**config.mk**
```make
export PLATFORM = sky130hd
export DESIGN_NAME = escaped_frame_deframer_crc_check_top
export DESIGN_NICKNAME = d
export VERILOG_FILES = /design/src/hdl/efdcc_pkg.sv /design/src/hdl/escaped_frame_deframer_crc_check_top.sv
export VERILOG_INCLUDE_DIRS = /design/src /design/src/hdl
export SDC_FILE = /design/constraint.sdc
export NUM_CORES = 1
export LEC_CHECK = 0
export ABC_AREA = 1
export BUFFER_PORTS_ARGS = -buffer_cell sky130_fd_sc_hd__buf_2
export CAP_MARGIN = 20
export CORE_MARGIN = 2
export CORE_UTILIZATION = 46
export CTS_BUF_LIST = sky130_fd_sc_hd__clkbuf_16
export DETAILED_ROUTE_END_ITERATION = 6
export HOLD_SLACK_MARGIN = 0.15
export PLACE_DENSITY = 0.75
export REMOVE_ABC_BUFFERS = 1
export SLEW_MARGIN = 20
export SYNTH_ARGS = -nofsm -noshare
export SYNTH_HDL_FRONTEND = slang
export SYNTH_SLANG_ARGS = --single-unit
export TNS_END_PERCENT = 1
```
**constraint.sdc**
```tcl
create_clock -name clk -period 3.15 [get_ports clk]
set_clock_uncertainty 0.15 [all_clocks]
set_input_delay 0.63 -clock clk [delete_from_list [all_inputs] [get_ports clk]]
set_output_delay 0.63 -clock clk [all_outputs]
set_load 0.02 [all_outputs]
```
**src/hdl/assert_macros.svh**
```systemverilog
// ----------------------------------------------------------------------------
// assert_macros.svh
// Concurrent assertion shorthands shared by the RTL.
// ----------------------------------------------------------------------------
`ifndef ASSERT_MACROS_SVH
`define ASSERT_MACROS_SVH

// Same-cycle implication, disabled while reset is asserted.
`define ASSERT_IMP(label, clk, rst_n, ante, cons) \
    label: assert property (@(posedge clk) disable iff (!rst_n) (ante) |-> (cons)) \
        else $error("assertion failed");

// Next-cycle implication, disabled while reset is asserted.
`define ASSERT_NXT(label, clk, rst_n, ante, cons) \
    label: assert property (@(posedge clk) disable iff (!rst_n) (ante) |=> (cons)) \
        else $error("assertion failed");

`endif

```
**src/hdl/efdcc_pkg.sv**
```systemverilog
// ----------------------------------------------------------------------------
// efdcc_pkg
// Constants, register indexes and CRC helper for the deframer.
// ----------------------------------------------------------------------------
`default_nettype none

package efdcc_pkg;

    localparam int CFG_IDX_W = 2;

    typedef enum logic [CFG_IDX_W-1:0] {
        CFG_FLAG_CODE   = 2'd0,
        CFG_ESCAPE_CODE = 2'd1
    } cfg_idx_t;

    localparam logic [7:0]  FLAG_CODE_RST   = 8'hC0;
    localparam logic [7:0]  ESCAPE_CODE_RST = 8'hDB;
    localparam logic [15:0] CRC_INIT        = 16'hFFFF;
    localparam logic [15:0] CRC_POLY        = 16'h8408;

    // Reflected CRC-16, one byte, LSB first.
    function automatic logic [15:0] crc_feed(input logic [15:0] c_in, input logic [7:0] b);
        logic [15:0] c;
        logic        fb;
        c = c_in;
        for (int k = 0; k < 8; k++)
        begin
            fb = c[0] ^ b[k];
            c  = {1'b0, c[15:1]};
            if (fb)
            begin
                c = c ^ CRC_POLY;
            end
        end
        return c;
    endfunction

endpackage

`default_nettype wire

```
**src/hdl/escaped_frame_deframer_crc_check_top.sv**
```systemverilog
// Path from input beat: input register, byte-wide CRC update, result register, result beat.
// Throughput: one line byte per cycle, unless a result beat waits on m_axis_tready.
// A byte that yields no result still takes one slot in the input register.
// Reset (rst_n low, async): frame state, counters and config return to defaults; no clear pass.
// ----------------------------------------------------------------------------
// escaped_frame_deframer_crc_check_top
// Byte-stuffed frame deframer with CRC-16 (0x8408 reflected) check and
// end-of-frame status beat.
// ----------------------------------------------------------------------------
`default_nettype none

`include "assert_macros.svh"

module escaped_frame_deframer_crc_check_top
    import efdcc_pkg::*;
(
    input  wire logic                 clk,
    input  wire logic                 rst_n,

    // config write channel
    input  wire logic                 cfg_valid,
    output logic                      cfg_ready,
    input  wire logic [CFG_IDX_W-1:0] cfg_index,
    input  wire logic [7:0]           cfg_data,

    // line bytes in
    input  wire logic                 s_axis_tvalid,
    output logic                      s_axis_tready,
    input  wire logic [7:0]           s_axis_tdata,   // [7:0] line_byte

    // content / status beats out
    output logic                      m_axis_tvalid,
    input  wire logic                 m_axis_tready,
    output logic [23:0]               m_axis_tdata,   // [7:0] content_byte, [8] crc_good,
                                                      // [9] short_frame, [17:10] error_total,
                                                      // [23:18] zero
    output logic                      m_axis_tuser    // [0] is_status
);

    // ------------------------------------------------------------------
    // config registers
    // ------------------------------------------------------------------
    logic [7:0] flag_code_reg;
    logic [7:0] escape_code_reg;

    assign cfg_ready = 1'b1;

    always_ff @(posedge clk or negedge rst_n)
    begin
        if (!rst_n)
        begin
            flag_code_reg   <= FLAG_CODE_RST;
            escape_code_reg <= ESCAPE_CODE_RST;
        end
        else if (cfg_valid && cfg_ready)
        begin
            case (cfg_idx_t'(cfg_index))
                CFG_FLAG_CODE:   flag_code_reg   <= cfg_data;
                CFG_ESCAPE_CODE: escape_code_reg <= cfg_data;
                default:         ;  // unmapped index, dropped
            endcase
        end
    end

    // ------------------------------------------------------------------
    // input register
    // ------------------------------------------------------------------
    logic       in_vld_reg;
    logic [7:0] in_byte_reg;
    logic       out_vld_reg;
    logic       proceed;

    // The byte in the input register is processed whenever the result
    // register is free or being drained this cycle.
    assign proceed       = in_vld_reg && (!out_vld_reg || m_axis_tready);
    assign s_axis_tready = !in_vld_reg || proceed;

    always_ff @(posedge clk or negedge rst_n)
    begin
        if (!rst_n)
        begin
            in_vld_reg <= 1'b0;
        end
        else if (s_axis_tready)
        begin
            in_vld_reg <= s_axis_tvalid;
        end
    end

    always_ff @(posedge clk)
    begin
        if (s_axis_tready && s_axis_tvalid)
        begin
            in_byte_reg <= s_axis_tdata;
        end
    end

    // ------------------------------------------------------------------
    // deframer state
    // ------------------------------------------------------------------
    logic        inside_reg,  inside_next;
    logic        esc_reg,     esc_next;
    logic [15:0] crc_reg,     crc_next;
    logic [7:0]  held0_reg,   held0_next;
    logic [7:0]  held1_reg,   held1_next;
    logic [1:0]  cnt_reg,     cnt_next;
    logic [7:0]  fail_reg,    fail_next;

    // result candidate
    logic        emit;
    logic [7:0]  res_byte;
    logic        res_status;
    logic        res_good;
    logic        res_short;

    logic        is_flag;
    logic        is_esc;
    logic        full;
    logic        crc_match;
    logic [15:0] crc_fed;

    assign is_flag   = (in_byte_reg == flag_code_reg);
    assign is_esc    = (in_byte_reg == escape_code_reg);
    assign full      = cnt_reg[1];
    assign crc_match = (held0_reg == crc_reg[7:0]) && (held1_reg == crc_reg[15:8]);
    assign crc_fed   = crc_feed(crc_reg, held0_reg);

    always_comb
    begin
        inside_next = inside_reg;
        esc_next    = esc_reg;
        crc_next    = crc_reg;
        held0_next  = held0_reg;
        held1_next  = held1_reg;
        cnt_next    = cnt_reg;
        fail_next   = fail_reg;
        emit        = 1'b0;
        res_byte    = 8'd0;
        res_status  = 1'b0;
        res_good    = 1'b0;
        res_short   = 1'b0;

        if (!inside_reg)
        begin
            // hunting for the opening flag
            if (is_flag)
            begin
                inside_next = 1'b1;
                esc_next    = 1'b0;
                crc_next    = CRC_INIT;
                cnt_next    = 2'd0;
            end
        end
        else if (!esc_reg && is_flag)
        begin
            // closing flag; back-to-back flags keep the frame open
            if (cnt_reg != 2'd0)
            begin
                res_good    = full && crc_match;
                res_short   = !full;
                res_status  = 1'b1;
                emit        = 1'b1;
                inside_next = 1'b0;
                esc_next    = 1'b0;
                if (!res_good)
                begin
                    fail_next = fail_reg + 8'd1;
                end
            end
        end
        else if (!esc_reg && is_esc)
        begin
            esc_next = 1'b1;
        end
        else
        begin
            // content byte (literal after escape)
            esc_next = 1'b0;
            if (full)
            begin
                res_byte   = held0_reg;
                emit       = 1'b1;
                crc_next   = crc_fed;
                held0_next = held1_reg;
                held1_next = in_byte_reg;
            end
            else
            begin
                if (cnt_reg[0])
                begin
                    held1_next = in_byte_reg;
                end
                else
                begin
                    held0_next = in_byte_reg;
                end
                cnt_next = cnt_reg + 2'd1;
            end
        end
    end

    always_ff @(posedge clk or negedge rst_n)
    begin
        if (!rst_n)
        begin
            inside_reg <= 1'b0;
            esc_reg    <= 1'b0;
            crc_reg    <= CRC_INIT;
            cnt_reg    <= 2'd0;
            fail_reg   <= 8'd0;
        end
        else if (proceed)
        begin
            inside_reg <= inside_next;
            esc_reg    <= esc_next;
            crc_reg    <= crc_next;
            cnt_reg    <= cnt_next;
            fail_reg   <= fail_next;
        end
    end

    // held bytes are only read once cnt_reg says they were written
    always_ff @(posedge clk)
    begin
        if (proceed)
        begin
            held0_reg <= held0_next;
            held1_reg <= held1_next;
        end
    end

    // ------------------------------------------------------------------
    // result register
    // ------------------------------------------------------------------
    logic [23:0] out_data_reg;
    logic        out_user_reg;

    always_ff @(posedge clk or negedge rst_n)
    begin
        if (!rst_n)
        begin
            out_vld_reg <= 1'b0;
        end
        else if (!out_vld_reg || m_axis_tready)
        begin
            out_vld_reg <= proceed && emit;
        end
    end

    always_ff @(posedge clk)
    begin
        if (proceed && emit)
        begin
            out_data_reg <= {6'd0, fail_next, res_short, res_good, res_byte};
            out_user_reg <= res_status;
        end
    end

    assign m_axis_tvalid = out_vld_reg;
    assign m_axis_tdata  = out_data_reg;
    assign m_axis_tuser  = out_user_reg;

    // ------------------------------------------------------------------
    // assertions
    // ------------------------------------------------------------------
    // an escape can only be pending inside a frame
    `ASSERT_IMP(a_esc_inside, clk, rst_n, esc_reg, inside_reg)
    // a status beat is never both good and short, and carries no content
    `ASSERT_IMP(a_status_flags, clk, rst_n, m_axis_tvalid && m_axis_tuser,
        !(m_axis_tdata[8] && m_axis_tdata[9]) && (m_axis_tdata[7:0] == 8'd0))
    // the shown error count tracks the live counter while a beat waits
    `ASSERT_IMP(a_err_total, clk, rst_n, m_axis_tvalid, m_axis_tdata[17:10] == fail_reg)
    // a content beat only leaves once the delay line was full
    `ASSERT_NXT(a_fwd_full, clk, rst_n, proceed && emit && !res_status, cnt_reg[1])

endmodule

`default_nettype wire
```
==> run summary <==
The flow ran to the end, and the final reports show no timing, DRC or antenna violations. The top cell type by area accounts for 27.4% of the synthesized area. Cells fill 54.2% of the core in the end. The x dimension of the die is 105 um.

Setup repair after global routing left no endpoint under its margin. In the routed design, unresolved DRC markers number 0. The routed metal-1 wirelength is 4.33 mm.

The filler cells instantiated in the layout total 885. Once detail routing completed, the nets flagged for antenna violations numbered 0. Yosys synthesis warning count: 0.

For this run, the leading register cell type out of synthesis is edfxtp_1. Across every metal layer, demand over resource in global routing totals 18.6%. Cell repeated most along the worst path: inv_1. The slowest stage of the critical path belongs to the cell dfstp_2. The tools report the number of buffers inserted for hold repair after clock tree synthesis as 0. The tools report the number of distinct library cell variants in the gate-level netlist after synthesis as 41. The signed area change from the synthesized netlist to the final layout was 13.6%; the number of maximum-capacitance violations was 0. Clock-pin slew reported for the worst setup and hold paths after clock tree synthesis: 0.06 ns. Clock latency on the worst-skew pair, taken at its later pin, is 0.34 ns.

At the end of the flow, the number of nets in the layout was 613. In the post-synthesis netlist, the biggest area contributors are edfxtp_1, dfstp_2, nand2_1. The most common cell in the netlist was nand2_1.

The logs give 9 for the number of buffers inserted during clock tree synthesis and 0 for the number of failing setup endpoints in the final timing report. Counting flops and latches in the post-synthesis netlist gives 89. The final number of max-transition violations was 0. The critical path is of the flip-flop to flip-flop type.

The die span in y is 105 um. Based on the critical path, the design can be clocked at up to 0.437 GHz. In the final layout, the share of cells above drive strength 1 is 21.2%.

The average routed wire per standard cell is 13.4 um, and the aggregate global routing overflow is 0. The highest routed metal layer is met4. Across the VDD grid, the largest voltage drop is 410 uV. For the placement-stage cell area, the log shows 5020 um^2. The finished cells cover 5350 um^2. Area of the die: 11100 um^2.

Summing over every cut layer, the via total after detailed routing is 3551. Of all cell types, the one taking the most synthesized area is edfxtp_1. The tools report the via count of the first global-routing pass as 3499.

51 I/O pins were placed. Entering global routing, the biggest net connects 47 pins. The first global-routing pass estimated 16.4 mm of wire. For the total count of hold-check failures in the final report, the log shows 0.

The final weighted congestion in routability-driven placement was 0.928; the actual slew at the worst max-slew pin was 0.621 ns. In the finished design, the share of the clock period the worst path needs comes to 72.7%. CTS saw 89 sinks.

The tools report the final worst-path setup slack as 0.861 ns. In this run the post-CTS setup repair buffer count came out at 0. Port buffering added 43 buffers. The run gives 0 ns as the setup TNS. The worst setup path is captured at a flip-flop.

The worst setup path is launched from a flip-flop. In this run, synthesis inferred 43 flip-flops with an integrated enable. In this run the worst path has a maximum fanout of 19. The placeable core region is 9860 um^2. The number of gates resized after CTS was 0.

The tree is rooted in a clkbuf_16. The met3 layer wire length in the routed design came out at 433 um. For this run, the register share of the synthesized area comes to 52.5%.

In the synthesized netlist, the number of instances is 543. Prior to clock tree synthesis, the placed netlist has a worst setup slack of 0.701 ns. The number of H-tree branching levels was 3; the post-layout instance count excluding filler cells was 727.

TritonCTS built the clock tree. At the worst endpoint, the required time is 3.02 ns. The detailed router finished its first iteration with 224 violations. The initial utilization of the core area, before any placement, comes to 47.7%. The tools report the number of antenna repair diodes as 0. The first detailed-routing pass took 4 iterations. For the count of standard-cell rows, the log shows 36. The leakage dissipation is 2.53 nW.

The synthesized area per cell works out to 8.67 um^2. Summed over all nets, wire length on met2 after detailed routing comes to 4.74 mm. In this run the worst hold path is classified as primary input to async pin. Traced cell by cell, the critical path runs through inv_1 > nand2_1 > nand2_1 > inv_1 > nand2_2 > nor2_4 > nand3_4 > o21ai_0 > inv_1 > nor2_1 > buf_4. After detailed routing, the number of vias per cell comes to 4.88. The number of placed instances, taps included, is 711. Data arrival time of the critical path: 2.16 ns. In the synthesized netlist the async set-or-reset flop fraction comes to 51.7%. The delay contributed by the slowest stage of the critical path was 0.55 ns; the detailed-placement wirelength estimate was 7.03 mm.

The synthesized netlist occupies a cell area of 4710 um^2. Counting along the longest clock path gives a buffer depth of 2. For this design the ratio of total power to cell area is 782 nW/um^2. In the synthesized netlist, the cells that appear most often are nand2_1, inv_1, nor2_1, edfxtp_1, o21ai_0. Wire length after detailed routing: 9.75 mm. The post-layout minimum cycle time was 2.29 ns; the flip-flop count of the largest register after layout was 18.

The logs give 0 for the initial antenna violation count and 58.6% for the worst relative slew slack.
==> kinds of logic (layout without fill, tap and decap cells) <==
family	Yosys count	count (layout)	share of synthesized area [%]
AND/OR/NAND/NOR	256	256	24.5
flip-flops	89	89	52.5
adder cells (fa/ha/maj)	1	1	0.266
other	2	7	0.160
XOR/XNOR	17	17	3.80
AO/OA/AOI/OAI	76	76	9.57
buffers and inverters	102	148	9.19
==> worst max-delay path: cells and delay by family, from the launching register on <==
family | cells | cell delay, ns
buffers and inverters | 4 | 0.46
AO/OA/AOI/OAI | 1 | 0.21
AND/OR/NAND/NOR | 6 | 0.59
flip-flops | 1 | 0.55
==> area by class of cell <==
| type | instances | area [um^2] | area share (%) |
|---|---|---|---|
| Clock buffer | 9 | 225 | 4.21 |
| Clock inverter | 7 | 95.1 | 1.78 |
| Inverter | 85 | 319 | 5.97 |
| Multi-Input combinational cell | 357 | 1820 | 34.1 |
| Sequential cell | 89 | 2470 | 46.2 |
| Tap cell | 133 | 166 | 3.11 |
| Timing Repair Buffer | 47 | 248 | 4.63 |
==> metrics by stage <==
stage               hold WS (ns)  total power [mW]
global route               0.204              4.43
detailed placement         0.321              3.03
floorplan                  0.184              2.70
global placement           0.322              2.97
finish                     0.161              4.18
CTS                        0.307              4.17
==> power by group <==
group          internal, mW  switching (mW)
Clock                 0.695           0.450
Combinational         0.421           0.800
Sequential             1.56           0.256
Total                  2.68            1.51
==> routing by layer <==
layer | global-route usage (%) | vias up
met1 | 23.8 | 1615
met5 | 0 | -
met2 | 31.4 | 110
li1 | - | 1803
met4 | 7.71 | 0
met3 | 3.12 | 23
==> layout by cell type (no fill, tap or decap), drive strengths merged, types with 2 or more instances in the layout <==
cell,netlist,routed
a21oi,13,13
and2,4,4
buf,11,47
bufinv,0,2
clkbuf,6,9
clkinv,1,6
conb,2,7
dfrtp,22,22
dfstp,24,24
edfxtp,43,43
inv,84,84
nand2,160,160
nand3,20,20
nand4,11,11
nor2,53,53
nor3,4,4
o21ai,60,60
o21bai,2,2
xnor2,8,8
xor2,9,9
==> worst paths after layout <==
kind / start / end / slack [ns] / cells after the start
min in group clk: s_axis_tdata[0] / in_byte_reg[0]$_DFFE_PP_ / 0.31 / 1
hold reg to reg: crc_reg[4]$_DFFE_PN1P_ / crc_reg[4]$_DFFE_PN1P_ / 0.34 / 2
setup / recovery: flag_code_reg[6]$_DFFE_PN1P_ / m_axis_tdata[2]$_SDFFCE_PP0P_ / 0.86 / 11
setup reg to reg: flag_code_reg[6]$_DFFE_PN1P_ / m_axis_tdata[2]$_SDFFCE_PP0P_ / 0.86 / 11
hold / removal: rst_n / flag_code_reg[4]$_DFFE_PN0P_ / 0.16 / 1
max in group asynchronous: rst_n / inside_reg$_DFFE_PN0P_ / 2.27 / 1
(Power assumes the default switching activity.)
